### config.mk
export PLATFORM = sky130hd
export DESIGN_NAME = midpoint_ellipse_rasterizer
export DESIGN_NICKNAME = d
export VERILOG_FILES = /design/src/rtl/mer_pkg.sv /design/src/rtl/mer_datapath.sv /design/src/rtl/mer_ctrl.sv /design/src/rtl/midpoint_ellipse_rasterizer.sv
export SDC_FILE = /design/constraint.sdc
export NUM_CORES = 1
export LEC_CHECK = 0
export BUFFER_PORTS_ARGS = -buffer_cell sky130_fd_sc_hd__buf_2
export CELL_PAD_IN_SITES_DETAIL_PLACEMENT = 1
export CELL_PAD_IN_SITES_GLOBAL_PLACEMENT = 2
export CORE_MARGIN = 4
export CORE_UTILIZATION = 44
export CTS_BUF_LIST = sky130_fd_sc_hd__clkbuf_4
export CTS_CLUSTER_SIZE = 20
export DETAILED_ROUTE_END_ITERATION = 7
export PLACE_DENSITY = 0.95
export RECOVER_POWER = 100
export SLEW_MARGIN = 15
export SYNTH_ARGS = -nofsm -noshare
export SYNTH_HDL_FRONTEND = slang
export SYNTH_SLANG_ARGS = --single-unit
### constraint.sdc
create_clock -name clk -period 14.5 [get_ports clk]
set_input_delay 2.9 -clock clk [delete_from_list [all_inputs] [get_ports clk]]
set_output_delay 2.9 -clock clk [all_outputs]
set_load 0.02 [all_outputs]
### src/rtl/mer_pkg.sv
// Shared widths, command and status types for the midpoint ellipse rasterizer.
// Depends on nothing; used by the datapath, the controller and the top level.
`default_nettype none

package mer_pkg;

  // Frame and coordinate geometry.
  localparam int FRAME_SIDE = 32;
  localparam int CW  = 5;   // coordinate and radius width
  localparam int SQW = 8;   // width of a squared radius
  localparam int XW  = 6;   // horizontal offset, unsigned
  localparam int YW  = 7;   // vertical offset, signed (reaches -1)
  localparam int GW  = 16;  // gradients, signed
  localparam int DW  = 24;  // scaled decision variable, signed
  localparam int NW  = 7;   // result counter, holds the step limit
  localparam int PCW = 9;   // signed width of an unwrapped point coordinate
  localparam int MBW = 9;   // signed width of the second multiplier operand

  // Operand pairs for the shared multiplier.
  typedef enum logic [3:0] {
    MUL_NONE,
    MUL_RX_SQ,
    MUL_RY_SQ,
    MUL_AA_RY,
    MUL_BB_T,
    MUL_P_T,
    MUL_YM1_SQ,
    MUL_AA_P,
    MUL_AA_BB
  } mul_sel_t;

  // Register loads taken from the product register.
  typedef enum logic [2:0] {
    LD_NONE,
    LD_AA,
    LD_BB,
    LD_INIT,
    LD_D_P,
    LD_D_ADD4,
    LD_D_SUB4
  } ld_sel_t;

  typedef struct packed {
    logic     load_geom;
    mul_sel_t mul_sel;
    ld_sel_t  ld_sel;
    logic     step;
  } dp_cmd_t;

  typedef struct packed {
    logic out_free;  // output register can take a beat this cycle
    logic more;      // another step follows the one being taken
    logic to_r2;     // the step being taken leaves region one
    logic init_r1;   // region one has at least one step (valid at end of setup)
  } dp_stat_t;

  // True when an unwrapped point lies on the frame.
  function automatic logic on_frame(input logic signed [PCW-1:0] px,
                                    input logic signed [PCW-1:0] py);
    on_frame = (px >= 0) && (px < FRAME_SIDE) && (py >= 0) && (py < FRAME_SIDE);
  endfunction

endpackage

`default_nettype wire

### src/rtl/mer_datapath.sv
// Datapath of the ellipse rasterizer: geometry, shared multiplier, walk state
// and the output register. Depends on mer_pkg; driven by mer_ctrl.
`default_nettype none

module mer_datapath import mer_pkg::*; (
  input  wire logic            clk,
  input  wire logic            rst,
  input  wire dp_cmd_t         cmd,
  output dp_stat_t             stat,
  input  wire logic [CW-1:0]   corner_a_x,
  input  wire logic [CW-1:0]   corner_a_y,
  input  wire logic [CW-1:0]   corner_b_x,
  input  wire logic [CW-1:0]   corner_b_y,
  input  wire logic [31:0]     paint_rgba,
  input  wire logic            out_ready,
  output logic                 out_valid,
  output logic [CW-1:0]        pt0_x,
  output logic [CW-1:0]        pt0_y,
  output logic [CW-1:0]        pt1_x,
  output logic [CW-1:0]        pt1_y,
  output logic [CW-1:0]        pt2_x,
  output logic [CW-1:0]        pt2_y,
  output logic [CW-1:0]        pt3_x,
  output logic [CW-1:0]        pt3_y,
  output logic [3:0]           inside_mask,
  output logic [31:0]          pixel_rgba,
  output logic                 last_step
);

  // Geometry and walk registers.
  logic [CW-1:0]          cx, cy, rx, ry;
  logic [31:0]            color;
  logic [SQW-1:0]         aa, bb;
  logic signed [DW-1:0]   prod;
  logic [XW-1:0]          x;
  logic signed [YW-1:0]   y;
  logic signed [GW-1:0]   gx, gy;
  logic signed [DW-1:0]   d;
  logic                   r2;
  logic [NW-1:0]          n;

  // Bounding box, radii and center of the incoming corners.
  logic [CW-1:0] xmin, xmax, ymin, ymax, rx_in, ry_in;
  always_comb begin
    xmin  = (corner_a_x < corner_b_x) ? corner_a_x : corner_b_x;
    xmax  = (corner_a_x < corner_b_x) ? corner_b_x : corner_a_x;
    ymin  = (corner_a_y < corner_b_y) ? corner_a_y : corner_b_y;
    ymax  = (corner_a_y < corner_b_y) ? corner_b_y : corner_a_y;
    rx_in = (xmax - xmin) >> 1;
    ry_in = (ymax - ymin) >> 1;
  end

  // Shared multiplier operand selection.
  logic signed [DW-1:0]    mul_a;
  logic signed [MBW-1:0]   mul_b;
  logic signed [MBW-1:0]   t_ext, ym1;
  logic signed [DW+MBW-1:0] mul_full;
  always_comb begin
    t_ext = $signed({2'b00, x, 1'b1});
    ym1   = MBW'(y) - MBW'(1);
    case (cmd.mul_sel)
      MUL_RX_SQ:  begin mul_a = DW'(rx);   mul_b = MBW'(rx);  end
      MUL_RY_SQ:  begin mul_a = DW'(ry);   mul_b = MBW'(ry);  end
      MUL_AA_RY:  begin mul_a = DW'(aa);   mul_b = MBW'(ry);  end
      MUL_BB_T:   begin mul_a = DW'(bb);   mul_b = t_ext;     end
      MUL_P_T:    begin mul_a = prod;      mul_b = t_ext;     end
      MUL_YM1_SQ: begin mul_a = DW'(ym1);  mul_b = ym1;       end
      MUL_AA_P:   begin mul_a = prod;      mul_b = MBW'(aa);  end
      MUL_AA_BB:  begin mul_a = DW'(aa);   mul_b = MBW'(bb);  end
      default:    begin mul_a = '0;        mul_b = '0;        end
    endcase
    mul_full = mul_a * mul_b;
  end

  // One walk step: next offsets, gradients and decision.
  logic signed [GW-1:0] gxs, gys, gx_next, gy_next;
  logic signed [DW-1:0] gx4, gy4, aa4, bb4, d_next;
  logic [XW-1:0]        x_next;
  logic signed [YW-1:0] y_next;
  logic [NW-1:0]        n_next;
  always_comb begin
    gxs = gx + GW'({bb, 1'b0});
    gys = gy - GW'({aa, 1'b0});
    gx4 = DW'(gxs) <<< 2;
    gy4 = DW'(gys) <<< 2;
    aa4 = DW'({aa, 2'b00});
    bb4 = DW'({bb, 2'b00});
    if (!r2) begin
      x_next  = x + XW'(1);
      gx_next = gxs;
      if (d[DW-1]) begin
        y_next  = y;
        gy_next = gy;
        d_next  = d + gx4 + bb4;
      end else begin
        y_next  = y - YW'(1);
        gy_next = gys;
        d_next  = d + gx4 - gy4 + bb4;
      end
    end else begin
      y_next  = y - YW'(1);
      gy_next = gys;
      if (d > 0) begin
        x_next  = x;
        gx_next = gx;
        d_next  = d + aa4 - gy4;
      end else begin
        x_next  = x + XW'(1);
        gx_next = gxs;
        d_next  = d + gx4 - gy4 + aa4;
      end
    end
    n_next = n + NW'(1);
  end

  // Status toward the controller.
  always_comb begin
    stat.out_free = !out_valid || out_ready;
    stat.to_r2    = !r2 && !(gx_next < gy_next);
    stat.more     = !n_next[NW-1] && ((!r2 && (gx_next < gy_next)) || !y_next[YW-1]);
    stat.init_r1  = (prod != '0);
  end

  // Four mirrored points of the current step, unwrapped.
  logic signed [PCW-1:0] xp, xm, yp, ym;
  always_comb begin
    xp = $signed(PCW'(cx)) + $signed(PCW'(x));
    xm = $signed(PCW'(cx)) - $signed(PCW'(x));
    yp = $signed(PCW'(cy)) + PCW'(y);
    ym = $signed(PCW'(cy)) - PCW'(y);
  end

  // Geometry capture, multiplier product and walk state.
  always_ff @(posedge clk) begin
    if (cmd.load_geom) begin
      rx    <= rx_in;
      ry    <= ry_in;
      cx    <= xmin + rx_in;
      cy    <= ymin + ry_in;
      color <= paint_rgba;
    end
    if (cmd.mul_sel != MUL_NONE) begin
      prod <= mul_full[DW-1:0];
    end
    case (cmd.ld_sel)
      LD_AA: aa <= prod[SQW-1:0];
      LD_BB: bb <= prod[SQW-1:0];
      LD_INIT: begin
        x  <= '0;
        y  <= YW'(ry);
        gx <= '0;
        gy <= {prod[GW-2:0], 1'b0};
        d  <= bb4 - (prod <<< 2) + DW'(aa);
        r2 <= 1'b0;
        n  <= '0;
      end
      LD_D_P:    d <= prod;
      LD_D_ADD4: d <= d + (prod <<< 2);
      LD_D_SUB4: begin
        d  <= d - (prod <<< 2);
        r2 <= 1'b1;
      end
      default: ;
    endcase
    if (cmd.step) begin
      x  <= x_next;
      y  <= y_next;
      gx <= gx_next;
      gy <= gy_next;
      d  <= d_next;
      n  <= n_next;
    end
  end

  // Output register: loads one beat per step, clears when taken.
  always_ff @(posedge clk) begin
    if (rst) begin
      out_valid <= 1'b0;
    end else if (cmd.step) begin
      out_valid <= 1'b1;
    end else if (out_ready) begin
      out_valid <= 1'b0;
    end
    if (cmd.step) begin
      pt0_x       <= xp[CW-1:0];
      pt0_y       <= yp[CW-1:0];
      pt1_x       <= xp[CW-1:0];
      pt1_y       <= ym[CW-1:0];
      pt2_x       <= xm[CW-1:0];
      pt2_y       <= yp[CW-1:0];
      pt3_x       <= xm[CW-1:0];
      pt3_y       <= ym[CW-1:0];
      inside_mask <= {on_frame(xm, ym), on_frame(xm, yp),
                      on_frame(xp, ym), on_frame(xp, yp)};
      pixel_rgba  <= color;
      last_step   <= !stat.more;
    end
  end

endmodule

`default_nettype wire

### src/rtl/mer_ctrl.sv
// Controller of the ellipse rasterizer: sequences setup, region change and steps.
// Depends on mer_pkg; commands mer_datapath.
`default_nettype none

module mer_ctrl import mer_pkg::*; (
  input  wire logic     clk,
  input  wire logic     rst,
  input  wire logic     in_valid,
  output logic          in_ready,
  input  wire dp_stat_t stat,
  output dp_cmd_t       cmd
);

  typedef enum logic [3:0] {
    S_IDLE,
    S_SET0,
    S_SET1,
    S_SET2,
    S_SET3,
    S_STEP,
    S_R0,
    S_R1,
    S_R2,
    S_R3,
    S_R4,
    S_R5
  } state_t;

  state_t state, state_next;

  assign in_ready = (state == S_IDLE);

  // Command decode and next state.
  always_comb begin
    cmd.load_geom = 1'b0;
    cmd.mul_sel   = MUL_NONE;
    cmd.ld_sel    = LD_NONE;
    cmd.step      = 1'b0;
    state_next    = state;
    case (state)
      S_IDLE: begin
        cmd.load_geom = in_valid;
        if (in_valid) state_next = S_SET0;
      end
      S_SET0: begin
        cmd.mul_sel = MUL_RX_SQ;
        state_next  = S_SET1;
      end
      S_SET1: begin
        cmd.ld_sel  = LD_AA;
        cmd.mul_sel = MUL_RY_SQ;
        state_next  = S_SET2;
      end
      S_SET2: begin
        cmd.ld_sel  = LD_BB;
        cmd.mul_sel = MUL_AA_RY;
        state_next  = S_SET3;
      end
      S_SET3: begin
        // A zero vertical gradient skips region one entirely.
        cmd.ld_sel = LD_INIT;
        state_next = stat.init_r1 ? S_STEP : S_R0;
      end
      S_STEP: begin
        if (stat.out_free) begin
          cmd.step = 1'b1;
          if (!stat.more)      state_next = S_IDLE;
          else if (stat.to_r2) state_next = S_R0;
        end
      end
      S_R0: begin
        cmd.mul_sel = MUL_BB_T;
        state_next  = S_R1;
      end
      S_R1: begin
        cmd.mul_sel = MUL_P_T;
        state_next  = S_R2;
      end
      S_R2: begin
        cmd.ld_sel  = LD_D_P;
        cmd.mul_sel = MUL_YM1_SQ;
        state_next  = S_R3;
      end
      S_R3: begin
        cmd.mul_sel = MUL_AA_P;
        state_next  = S_R4;
      end
      S_R4: begin
        cmd.ld_sel  = LD_D_ADD4;
        cmd.mul_sel = MUL_AA_BB;
        state_next  = S_R5;
      end
      S_R5: begin
        cmd.ld_sel = LD_D_SUB4;
        state_next = S_STEP;
      end
      default: state_next = S_IDLE;
    endcase
  end

  // State register.
  always_ff @(posedge clk) begin
    if (rst) begin
      state <= S_IDLE;
    end else begin
      state <= state_next;
    end
  end

endmodule

`default_nettype wire

### src/rtl/midpoint_ellipse_rasterizer.sv
// Midpoint ellipse rasterizer: one beat in, one beat out per walk step.
// The first result is registered by the first walk step, after setup in S_SET0 to S_SET3,
// and also after S_R0 to S_R5 when region one is empty and the walk starts in region two.
// One step per cycle while the output register is free; entering region two passes through
// S_R0 to S_R5, and no new item is taken until the walk has issued its last step.
// Reset is synchronous, active high, and clears the controller and output valid.
`default_nettype none

module midpoint_ellipse_rasterizer import mer_pkg::*; (
  input  wire logic          clk,
  input  wire logic          rst,
  input  wire logic          in_valid,
  output logic               in_ready,
  input  wire logic [CW-1:0] corner_a_x,
  input  wire logic [CW-1:0] corner_a_y,
  input  wire logic [CW-1:0] corner_b_x,
  input  wire logic [CW-1:0] corner_b_y,
  input  wire logic [31:0]   paint_rgba,
  output logic               out_valid,
  input  wire logic          out_ready,
  output logic [CW-1:0]      pt0_x,
  output logic [CW-1:0]      pt0_y,
  output logic [CW-1:0]      pt1_x,
  output logic [CW-1:0]      pt1_y,
  output logic [CW-1:0]      pt2_x,
  output logic [CW-1:0]      pt2_y,
  output logic [CW-1:0]      pt3_x,
  output logic [CW-1:0]      pt3_y,
  output logic [3:0]         inside_mask,
  output logic [31:0]        pixel_rgba,
  output logic               last_step
);

  dp_cmd_t  cmd;
  dp_stat_t stat;

  // Sequencer.
  mer_ctrl u_ctrl (
    .clk      (clk),
    .rst      (rst),
    .in_valid (in_valid),
    .in_ready (in_ready),
    .stat     (stat),
    .cmd      (cmd)
  );

  // Arithmetic and output register.
  mer_datapath u_dp (
    .clk         (clk),
    .rst         (rst),
    .cmd         (cmd),
    .stat        (stat),
    .corner_a_x  (corner_a_x),
    .corner_a_y  (corner_a_y),
    .corner_b_x  (corner_b_x),
    .corner_b_y  (corner_b_y),
    .paint_rgba  (paint_rgba),
    .out_ready   (out_ready),
    .out_valid   (out_valid),
    .pt0_x       (pt0_x),
    .pt0_y       (pt0_y),
    .pt1_x       (pt1_x),
    .pt1_y       (pt1_y),
    .pt2_x       (pt2_x),
    .pt2_y       (pt2_y),
    .pt3_x       (pt3_x),
    .pt3_y       (pt3_y),
    .inside_mask (inside_mask),
    .pixel_rgba  (pixel_rgba),
    .last_step   (last_step)
  );

endmodule

`default_nettype wire

Word level (Yosys, flattened, before mapping)
Cells that the tools add are included.
{"block": "classes", "add_sub_neg": 25, "n_mul": 1, "div": 0, "magnitude_cmp": 12, "eq_ne": 30, "shifts": 0, "muxes": 43, "bitwise": 0, "n_reduce_logical": 35}
{"cell": "$pmux 24 s6", "count": 1}
{"cell": "$mux 16", "count": 8}
{"cell": "$add 24x11->24", "count": 4}
{"cell": "$mux 24", "count": 4}
{"cell": "$pmux 24 s4", "count": 1}
{"cell": "$pmux 9 s6", "count": 1}
{"cell": "$pmux 4 s12", "count": 1}
{"cell": "$sub 24x18->24", "count": 2}
{"cell": "$mux 7", "count": 6}
{"cell": "$eq 4x3->1 const B", "count": 8}
{"cell": "$pmux 4 s8", "count": 1}
{"cell": "$add 24x18->24", "count": 1}
{"cell": "$add 24x24->24", "count": 1}
{"cell": "$add 24x8->24", "count": 1}
{"cell": "$gt 24x1->1 const B", "count": 1}
{"cell": "$mul 24x9->24", "count": 1}
{"cell": "$mux 6", "count": 4}
{"cell": "$reduce_bool 24->1", "count": 1}
{"cell": "$sub 10x24->24", "count": 1}
{"cell": "$sub 24x24->24", "count": 1}
{"cell": "$eq 4x4->1 const B", "count": 5}
{"cell": "$mux 5", "count": 4}
{"cell": "$pmux 3 s6", "count": 1}
{"cell": "$add 16x9->16", "count": 1}
{"cell": "other kinds (40)", "count": 86}
{"block": "totals", "register_bits": 229, "latch_bits": 0, "ramBits": 0, "romBits": 0, "input_bits": 56, "wordCells": 171, "n_memories": 0}

Depth between registers and ports, before layout
Gate-level depths: netlist (run 1).
{"block": "logic_depth", "word_depth": 10, "mapped_depth": 32, "mapped_depth_nobuf": 30}

Cells and area by module
From an unflattened synthesis (run 1), not the netlist that was laid out.
{"block": "hier_totals", "cells_unflattened": 2696, "hier_area_um2": 24637.4}
{"mod": "mer_datapath", "n_inst": 1, "cells_per_inst": 2648, "area_each_um2": 24300.8, "seq_area_each_um2": 6626.4}
{"mod": "mer_ctrl", "n_inst": 1, "cells_per_inst": 48, "area_each_um2": 336.6, "seq_area_each_um2": 80.1}

Least setup slack after synthesis (run 1)
Ideal clock, no wire load.
{"block": "synth_path", "kind": "register to register", "startpoint": "register u_ctrl.state[2]", "endpoint": "register u_dp.prod[22] (data pin)", "t_arrival_ns": 6.861, "required_time_ns": 14.234, "slack_ns": 7.373, "stages_incl_launch_ff": 27, "synth_period_minus_slack_ns": 7.127, "path_cell_list": "dfxtp_1 clkbuf_1 clkbuf_1 buf_1 mux2i_1 o22ai_1 a221oi_1 nand2_1 fa_1 fa_1 inv_1 fa_1 fa_1 inv_1 fa_1 inv_1 ha_1 inv_1 o21bai_1 a21oi_1 o21a_1 nor2_1 a311o_1 nor4_1 o31ai_1 o41ai_1 xnor2_1"}
{"block": "synth_via", "elab_chain_cells": 6, "word_cells_on_any_way": 24, "cone_classes": "mul: 1; eq/ne: 16; mux: 3; reduce/logical: 4"}
{"item": "start: declaration", "line": "mer_ctrl.sv:29", "text": "state_t state, state_next;"}
{"item": "start signal: assignment", "line": "mer_ctrl.sv:106", "text": "state <= state_next;"}
{"item": "$eq 4x4->1, or another cell as far along", "line": "mer_ctrl.sv:40", "text": "case (state)"}
{"item": "$pmux 4 s8 *", "line": "mer_ctrl.sv:40"}
{"item": "$eq 4x2->1, or another cell as far along", "line": "mer_datapath.sv:61", "text": "case (cmd.mul_sel)"}
{"item": "$reduce_or 2->1 (no line)"}
{"item": "$pmux 24 s6 / $pmux 9 s6 (equally long branches)", "line": "mer_datapath.sv:61"}
{"item": "$mul 24x9->24 *", "line": "mer_datapath.sv:72", "text": "mul_full = mul_a * mul_b;"}
{"item": "via u_dp.mul_full[22]", "line": "mer_datapath.sv:57", "text": "logic signed [DW+MBW-1:0] mul_full;"}
{"item": "end signal: assignment", "line": "mer_datapath.sv:143", "text": "prod <= mul_full[DW-1:0];"}
{"item": "end: declaration", "line": "mer_datapath.sv:34", "text": "logic signed [DW-1:0] prod;"}
Mark *: on every way through the listed nets, which the timed path passes. The rest lies on a longest branch.
A chain may end at the register's enable or synchronous reset.

Worst setup path in the final report (run 1)
Same ends and word-level chain as after synthesis.

==> flow_metrics.py, run 1 <==
metrics = {
    "global_routing": {
        "antenna_found_initial": 4,
        "overflow": 0,
        "grt_max_degree": 85,
        "grt_usage_pct": 27.5,
        "grt_pass1_wl_um": 132000,
        "grt_pass1_vias": 24000,
    },
    "route": {
        "ant_nets": 0,
        "wl_per_cell_um": 22.5,
        "drc": 0,
        "routed_wl_um": 83700,
        "via_per_inst": 5.91,
        "via_count": 22000,
        "drt_iter0_drc": 1389,
        "drtPass1Iterations": 5,
    },
    "pwr": {
        "p_int_mw": 2.74,
        "powerDensity_mw_per_mm2": 205,
        "p_sw_share_pct": 50.5,
        "irDropWorstVdd_uv": 148,
        "p_comb_share_pct": 68.1,
        "seq_power_share_pct": 20.6,
        "pwr-share-clk_pct": 11.3,
        "p_leak_nw": 11.5,
        "p_switching_mw": 2.79,
    },
    "clock_network": {
        "cts-root-buf": "clkbuf_4",
        "cts.sinks": 225,
        "cts_tree": "built",
        "cts_buffer_depth": 3,
        "cts_made_buffers": 66,
        "clock_latency_ns": 0.82,
        "clk_pin_slew_worst_paths_ns": 0.07,
        "cts_resized": 0,
        "htree_levels": 3,
        "post-cts-setup-buffers": 0,
        "hold_buffers": 0,
    },
    "final_layout": {
        "drive_above_1_share_pct": 7.54,
        "area_delta_synth_final_pct": 7.56,
        "design.final.nets": 3368,
        "nFillCells": 6776,
    },
    "die": {
        "io_pins": 135,
        "fp.dieH_um": 247,
        "die_w_um": 247,
        "core_area_mm2": 0.0564,
        "dieArea_mm2": 0.0608,
        "fp-row-count": 87,
        "initial_core_util_pct": 44.4,
    },
    "timing": {
        "slew_headroom_pct": -200,
        "setup_viol": 0,
        "fin_crit_sh_pct": 64.1,
        "fin_hold_ws_ns": 0.389,
        "post-route-min-period_ns": 9.29,
        "worst_clock_skew_ns": 0.0673,
        "fin_setup_tns_ns": 0,
        "finalMaxSlewViolations": 293,
        "finalHoldViolations": 0,
        "rsz0062_at_grt": "no",
        "worst_pin_slew_ns": 4.51,
        "fmax_mhz": 108,
    },
    "placement": {
        "gp_congestion": 0.908,
        "port_buffers": 134,
        "post-dp-hpwl_um": 65800,
    },
    "synthesis": {
        "synthFlopType": "edfxtp_1",
        "synth_area_leaders": "edfxtp_1 (26%), ha_1 (12%), fa_1 (12%)",
        "yosysUniqueCellTypes": 99,
        "syn_inst": 2803,
        "yosysWarningCount": 0,
        "ys_seq_elements": 225,
        "yosysMostFrequentCell": "nand2_1",
        "avgSynthCellArea_um2": 8.94,
        "synth_commonest_cells": "nand2_1 (292), nor2_1 (275), inv_1 (261)",
        "synth_top_area_share_pct": 26.4,
        "async_flop_share_pct": 0,
        "synth.cell_area_mm2": 0.0251,
        "synth_seq_area_share_pct": 26.8,
        "synth-edff-count": 220,
        "yosysTopAreaCell": "edfxtp_1",
    },
    "critical_path": {
        "start_kind": "flip-flop",
        "critPathArrivalTime_ns": 9.83,
        "critPathBufInv": 6,
        "timing_worst_setup_path_type": "flip-flop to flip-flop",
        "path_delay_family": "adder cells",
        "cp.required_ns": 15.04,
        "slowest_delay_ns": 1.30,
        "cp-end-kind": "flip-flop",
        "cp_max_fo": 36,
        "crit_path_top_delay_cell": "clkbuf_1",
    },
    "job": {
        "maxCapViolations": 7,
    },
    "status": {
        "outcome": "finished, violations left",
        "violations": "max-capacitance violations, max-slew violations",
    },
    "worst_hold_path": {
        "holdCritPathClass": "flip-flop to flip-flop",
    },
}
[placed cells by master (no fill, tap or decap), types with 88 or more instances in the layout]
cell type / count
clkbuf_1: 91
nor2_1: 274
xnor2_1: 173
fa_1: 150
a21oi_1: 176
nand2_1: 292
inv_1: 260
clkbuf_4: 88
o21ai_0: 121
edfxtp_1: 220
ha_1: 245
[sequential cells by signal (all words and copies together) (netlist names), 6 cells and up]
register / flops
u_dp.aa: 8
u_dp.bb: 8
u_dp.color: 32
u_dp.d: 24
u_dp.gx: 15
u_dp.gy: 15
u_dp.n: 7
u_dp.pixel_rgba: 32
u_dp.prod: 24
u_dp.x: 6
u_dp.y: 7
[kinds of logic (layout without fill, tap and decap cells)]
kind of cell | Yosys count | after routing | synth area share (%)
simple gates | 920 | 920 | 17.1
compound gates | 618 | 618 | 16.2
fa+ha+maj | 395 | 395 | 24.2
buf+inv | 384 | 531 | 6.26
xor+xnor | 236 | 236 | 8.41
flops | 225 | 225 | 26.8
mux | 23 | 23 | 0.984
other cells | 2 | 10 | 0.0300
[stage by stage]
step / worst slack, ns / cell area, um2 / instances / power (mW) / utilization (%)
3_5_place_dp: 5.76 / 26300 / 3605 / 4.83 / 46.7
4_1_cts: 5.76 / 27100 / 3712 / 5.50 / 48.1
2_1_floorplan: 7.37 / 25100 / 2809 / 3.86 / -
6_report: 5.21 / 26900 / 3714 / 5.52 / 47.8
3_3_place_gp: 6.05 / 26300 / 3605 / 4.64 / 46.7
5_1_grt: 4.71 / 26900 / 3714 / 5.98 / 47.8
[power groups by stage]
stage / Clock (mW) / Sequential, mW / Combinational, mW
floorplan: 0 / 0.987 / 2.87
global placement: 0 / 1.13 / 3.51
detailed placement: 0 / 1.14 / 3.69
finish: 0.622 / 1.14 / 3.76
CTS: 0.640 / 1.12 / 3.74
global route: 0.674 / 1.15 / 4.16
[cell type report]
| class | instances | area, um2 | area share (%) |
|---|---|---|---|
| timing repair buffer | 160 | 729 | 2.71 |
| clock buffer | 88 | 661 | 2.45 |
| sequential | 225 | 6710 | 24.9 |
| multi-input combinational | 2200 | 16800 | 62.2 |
| tap | 756 | 946 | 3.51 |
| clock inverter | 19 | 148 | 0.548 |
| inverter | 264 | 992 | 3.68 |
| antenna | 2 | 5.00 | 0.0186 |
[layer usage]
| layer | global-route usage [%] | wire length (um) | share of wire (%) | vias to the layer above |
|---|---|---|---|---|
| met4 | 8.48 | 2440 | 2.9 | 4 |
| met1 | 34.4 | 34900 | 42 | 11100 |
| met2 | 48.8 | 41600 | 50 | 657 |
| met5 | 0 | 31 | 0.037 | - |
| met3 | 4.43 | 4790 | 5.7 | 169 |
| li1 | - | - | - | 10000 |
[path summary, 6_finish.rpt]
| kind | startpoint | to | slack, ns | cells after the start |
|---|---|---|---|---|
| setup / recovery | u_ctrl.state[2] | u_dp.prod[22] | 5.21 | 26 |
| setup reg to reg | u_ctrl.state[2] | u_dp.prod[22] | 5.21 | 26 |
| hold reg to reg | u_dp.color[19] | u_dp.pixel_rgba[19] | 0.39 | 0 |
| hold / removal | u_dp.color[19] | u_dp.pixel_rgba[19] | 0.39 | 0 |
Power figures use the tool's default switching activity.
==> run 2: changes to the inputs <==
--- a/config.mk
+++ b/config.mk
@@ -5,15 +5,16 @@
 export SDC_FILE = /design/constraint.sdc
 export NUM_CORES = 1
 export LEC_CHECK = 0
+export ABC_AREA = 1
 export BUFFER_PORTS_ARGS = -buffer_cell sky130_fd_sc_hd__buf_2
 export CELL_PAD_IN_SITES_DETAIL_PLACEMENT = 1
 export CELL_PAD_IN_SITES_GLOBAL_PLACEMENT = 2
 export CORE_MARGIN = 4
-export CORE_UTILIZATION = 44
+export CORE_UTILIZATION = 39
 export CTS_BUF_LIST = sky130_fd_sc_hd__clkbuf_4
 export CTS_CLUSTER_SIZE = 20
 export DETAILED_ROUTE_END_ITERATION = 7
-export PLACE_DENSITY = 0.95
+export PLACE_DENSITY = 0.91
 export RECOVER_POWER = 100
 export SLEW_MARGIN = 15
 export SYNTH_ARGS = -nofsm -noshare
==> constraint.sdc (replaced) <==
create_clock -name clk -period 9.5 [get_ports clk]
set_input_delay 1.9 -clock clk [delete_from_list [all_inputs] [get_ports clk]]
set_output_delay 1.9 -clock clk [all_outputs]
set_load 0.02 [all_outputs]
==> flow_metrics.py, run 2 <==
metrics = {
    "pwr": {
        "p_leak_nw": 13.1,
        "powerDensity_mw_per_mm2": 130,
        "irDropWorstVdd_uv": 59.8,
    },
    "synthesis": {
        "yosysUniqueCellTypes": 61,
        "async_flop_share_pct": 0,
        "synth-edff-count": 220,
        "synth_commonest_cells": "nand2_1 (650), inv_1 (538), nor2_1 (261)",
        "synth_seq_area_share_pct": 26.7,
        "syn_inst": 3210,
        "synth_area_leaders": "edfxtp_1 (26%), ha_1 (12%), fa_1 (12%)",
        "ys_seq_elements": 225,
        "yosysTopAreaCell": "edfxtp_1",
        "yosysMostFrequentCell": "nand2_1",
        "yosysWarningCount": 0,
        "synthFlopType": "edfxtp_1",
        "synth_top_area_share_pct": 26.3,
        "avgSynthCellArea_um2": 7.81,
        "synth.cell_area_mm2": 0.0251,
    },
    "clock_network": {
        "clk_pin_slew_worst_paths_ns": 0.07,
        "hold_buffers": 0,
        "cts_buffer_depth": 3,
        "clock_latency_ns": 0.80,
        "cts_resized": 0,
        "cts.sinks": 225,
        "post-cts-setup-buffers": 0,
        "cts_tree": "built",
        "cts_made_buffers": 66,
        "htree_levels": 3,
        "cts-root-buf": "clkbuf_4",
    },
    "route": {
        "wl_per_cell_um": 21.3,
        "drt_iter0_drc": 1455,
        "routed_wl_um": 90300,
        "drtPass1Iterations": 5,
        "ant_nets": 0,
        "via_count": 23100,
        "via_per_inst": 5.44,
        "drc": 0,
    },
    "timing": {
        "fin_crit_sh_pct": 77.5,
        "worst_clock_skew_ns": 0.0686,
        "finalMaxSlewViolations": 275,
        "fin_setup_tns_ns": 0,
        "setup_viol": 0,
        "fmax_mhz": 136,
        "post-route-min-period_ns": 7.36,
        "rsz0062_at_grt": "no",
        "finalHoldViolations": 0,
        "worst_pin_slew_ns": 3.27,
        "slew_headroom_pct": -118,
    },
    "die": {
        "fp-row-count": 92,
        "core_area_mm2": 0.0634,
        "initial_core_util_pct": 39.5,
        "dieArea_mm2": 0.0684,
        "io_pins": 135,
        "die_w_um": 262,
        "fp.dieH_um": 262,
    },
    "placement": {
        "dpl.cell_count": 4130,
        "gp_congestion": 0.955,
        "post-dp-hpwl_um": 74700,
        "port_buffers": 134,
    },
    "global_routing": {
        "overflow": 0,
        "antenna_found_initial": 3,
        "grt_pass1_wl_um": 138000,
        "grt_pass1_vias": 24900,
        "grt_usage_pct": 26.0,
        "grt_max_degree": 59,
    },
    "critical_path": {
        "cp.required_ns": 10.03,
        "critPathArrivalTime_ns": 7.89,
        "crit_path_top_delay_cell": "nor2_1",
        "startpoint": "u_ctrl.state[1]",
        "rr_startpoint": "u_ctrl.state[1]",
        "start_kind": "flip-flop",
        "crit_path_frequent_cell": "inv_1",
        "slowest_delay_ns": 0.79,
        "cp-end-kind": "flip-flop",
        "timing_worst_setup_path_type": "flip-flop to flip-flop",
        "cp_max_fo": 10,
    },
    "worst_hold_path": {
        "hold_start": "u_dp.color[8]",
        "holdCritPathClass": "flip-flop to flip-flop",
    },
    "final_layout": {
        "top_regs": "u_dp.color x32, u_dp.pixel_rgba x32",
        "final_common_cell": "nand2_1",
        "drive_above_1_share_pct": 6.56,
        "most-common-layout-cells": "nand2_1 (650), inv_1 (541), nor2_1 (266)",
        "design.final.nets": 3803,
        "area_delta_synth_final_pct": 8.52,
        "layout.cells.non_filler": 4247,
    },
    "status": {
        "outcome": "finished, violations left",
        "violations": "max-capacitance violations, max-slew violations",
    },
    "job": {
        "maxCapViolations": 7,
    },
}
run 2: worst max-delay path, delay by kind of cell, from the launching register on:
family	cells	cell delay [ns]
compound gates	6	1.18
buf+inv	7	0.78
flops	1	0.45
simple gates	10	1.74
fa+ha+maj	6	2.99
run 2: layout make-up:
type | count | area [um2]
Clock inverter | 19 | 109
Fill cell | 8000 | 36200
Multi-Input combinational cell | 2355 | 15900
Clock buffer | 94 | 706
Sequential cell | 225 | 6710
Tap cell | 846 | 1060
Timing Repair Buffer | 153 | 678
Inverter | 551 | 2070
Antenna cell | 4 | 10.0
run 2: final timing paths:
kind | end | slack [ns] | depth (start not counted)
worst max-delay path | u_dp.prod[23] | 2.14 | 29
worst min-delay path | u_dp.pixel_rgba[8] | 0.42 | 0
worst max register to register | u_dp.prod[23] | 2.14 | 29
worst min register to register | u_dp.pixel_rgba[8] | 0.42 | 0
run 2: kinds of logic (layout without fill, tap and decap cells):
group | after synthesis | in the layout | synth area share (%)
AOI/OAI and AO/OA | 616 | 616 | 13.7
xor gates and xnor gates | 166 | 166 | 5.92
adders and majority gates | 395 | 395 | 24.2
buffers and inverters | 636 | 817 | 9.91
DFF | 225 | 225 | 26.7
other | 2 | 12 | 0.0299
and+or+nand+nor | 1170 | 1170 | 19.5
run 2: per-stage QoR:
stage | cell area, um2 | utilization (%) | setup WS, ns | power (mW) | hold slack (ns)
global placement | 26600 | 41.9 | 2.48 | 2.54 | 0.400
finish | 27200 | 42.9 | 2.14 | 3.54 | 0.418
CTS | 27400 | 43.2 | 2.27 | 3.56 | 0.408
detailed placement | 26600 | 41.9 | 2.24 | 2.60 | 0.407
floorplan | 25100 | - | 3.31 | 2.19 | 0.400
global route | 27200 | 42.9 | 1.61 | 3.77 | 0.407
run 2: power breakdown:
part | internal (mW) | switching (mW)
combinational | 0.448 | 0.887
clock | 0.462 | 0.480
sequential | 1.19 | 0.0745
total | 2.10 | 1.44
run 2: metal layers:
| metal | track usage [%] | vias up | wire, um |
|---|---|---|---|
| met3 | 3.74 | 158 | 4160 |
| met5 | 0 | - | 30 |
| li1 | - | 10900 | - |
| met1 | 32.7 | 11500 | 38000 |
| met2 | 45.9 | 545 | 45100 |
| met4 | 8.56 | 4 | 3030 |
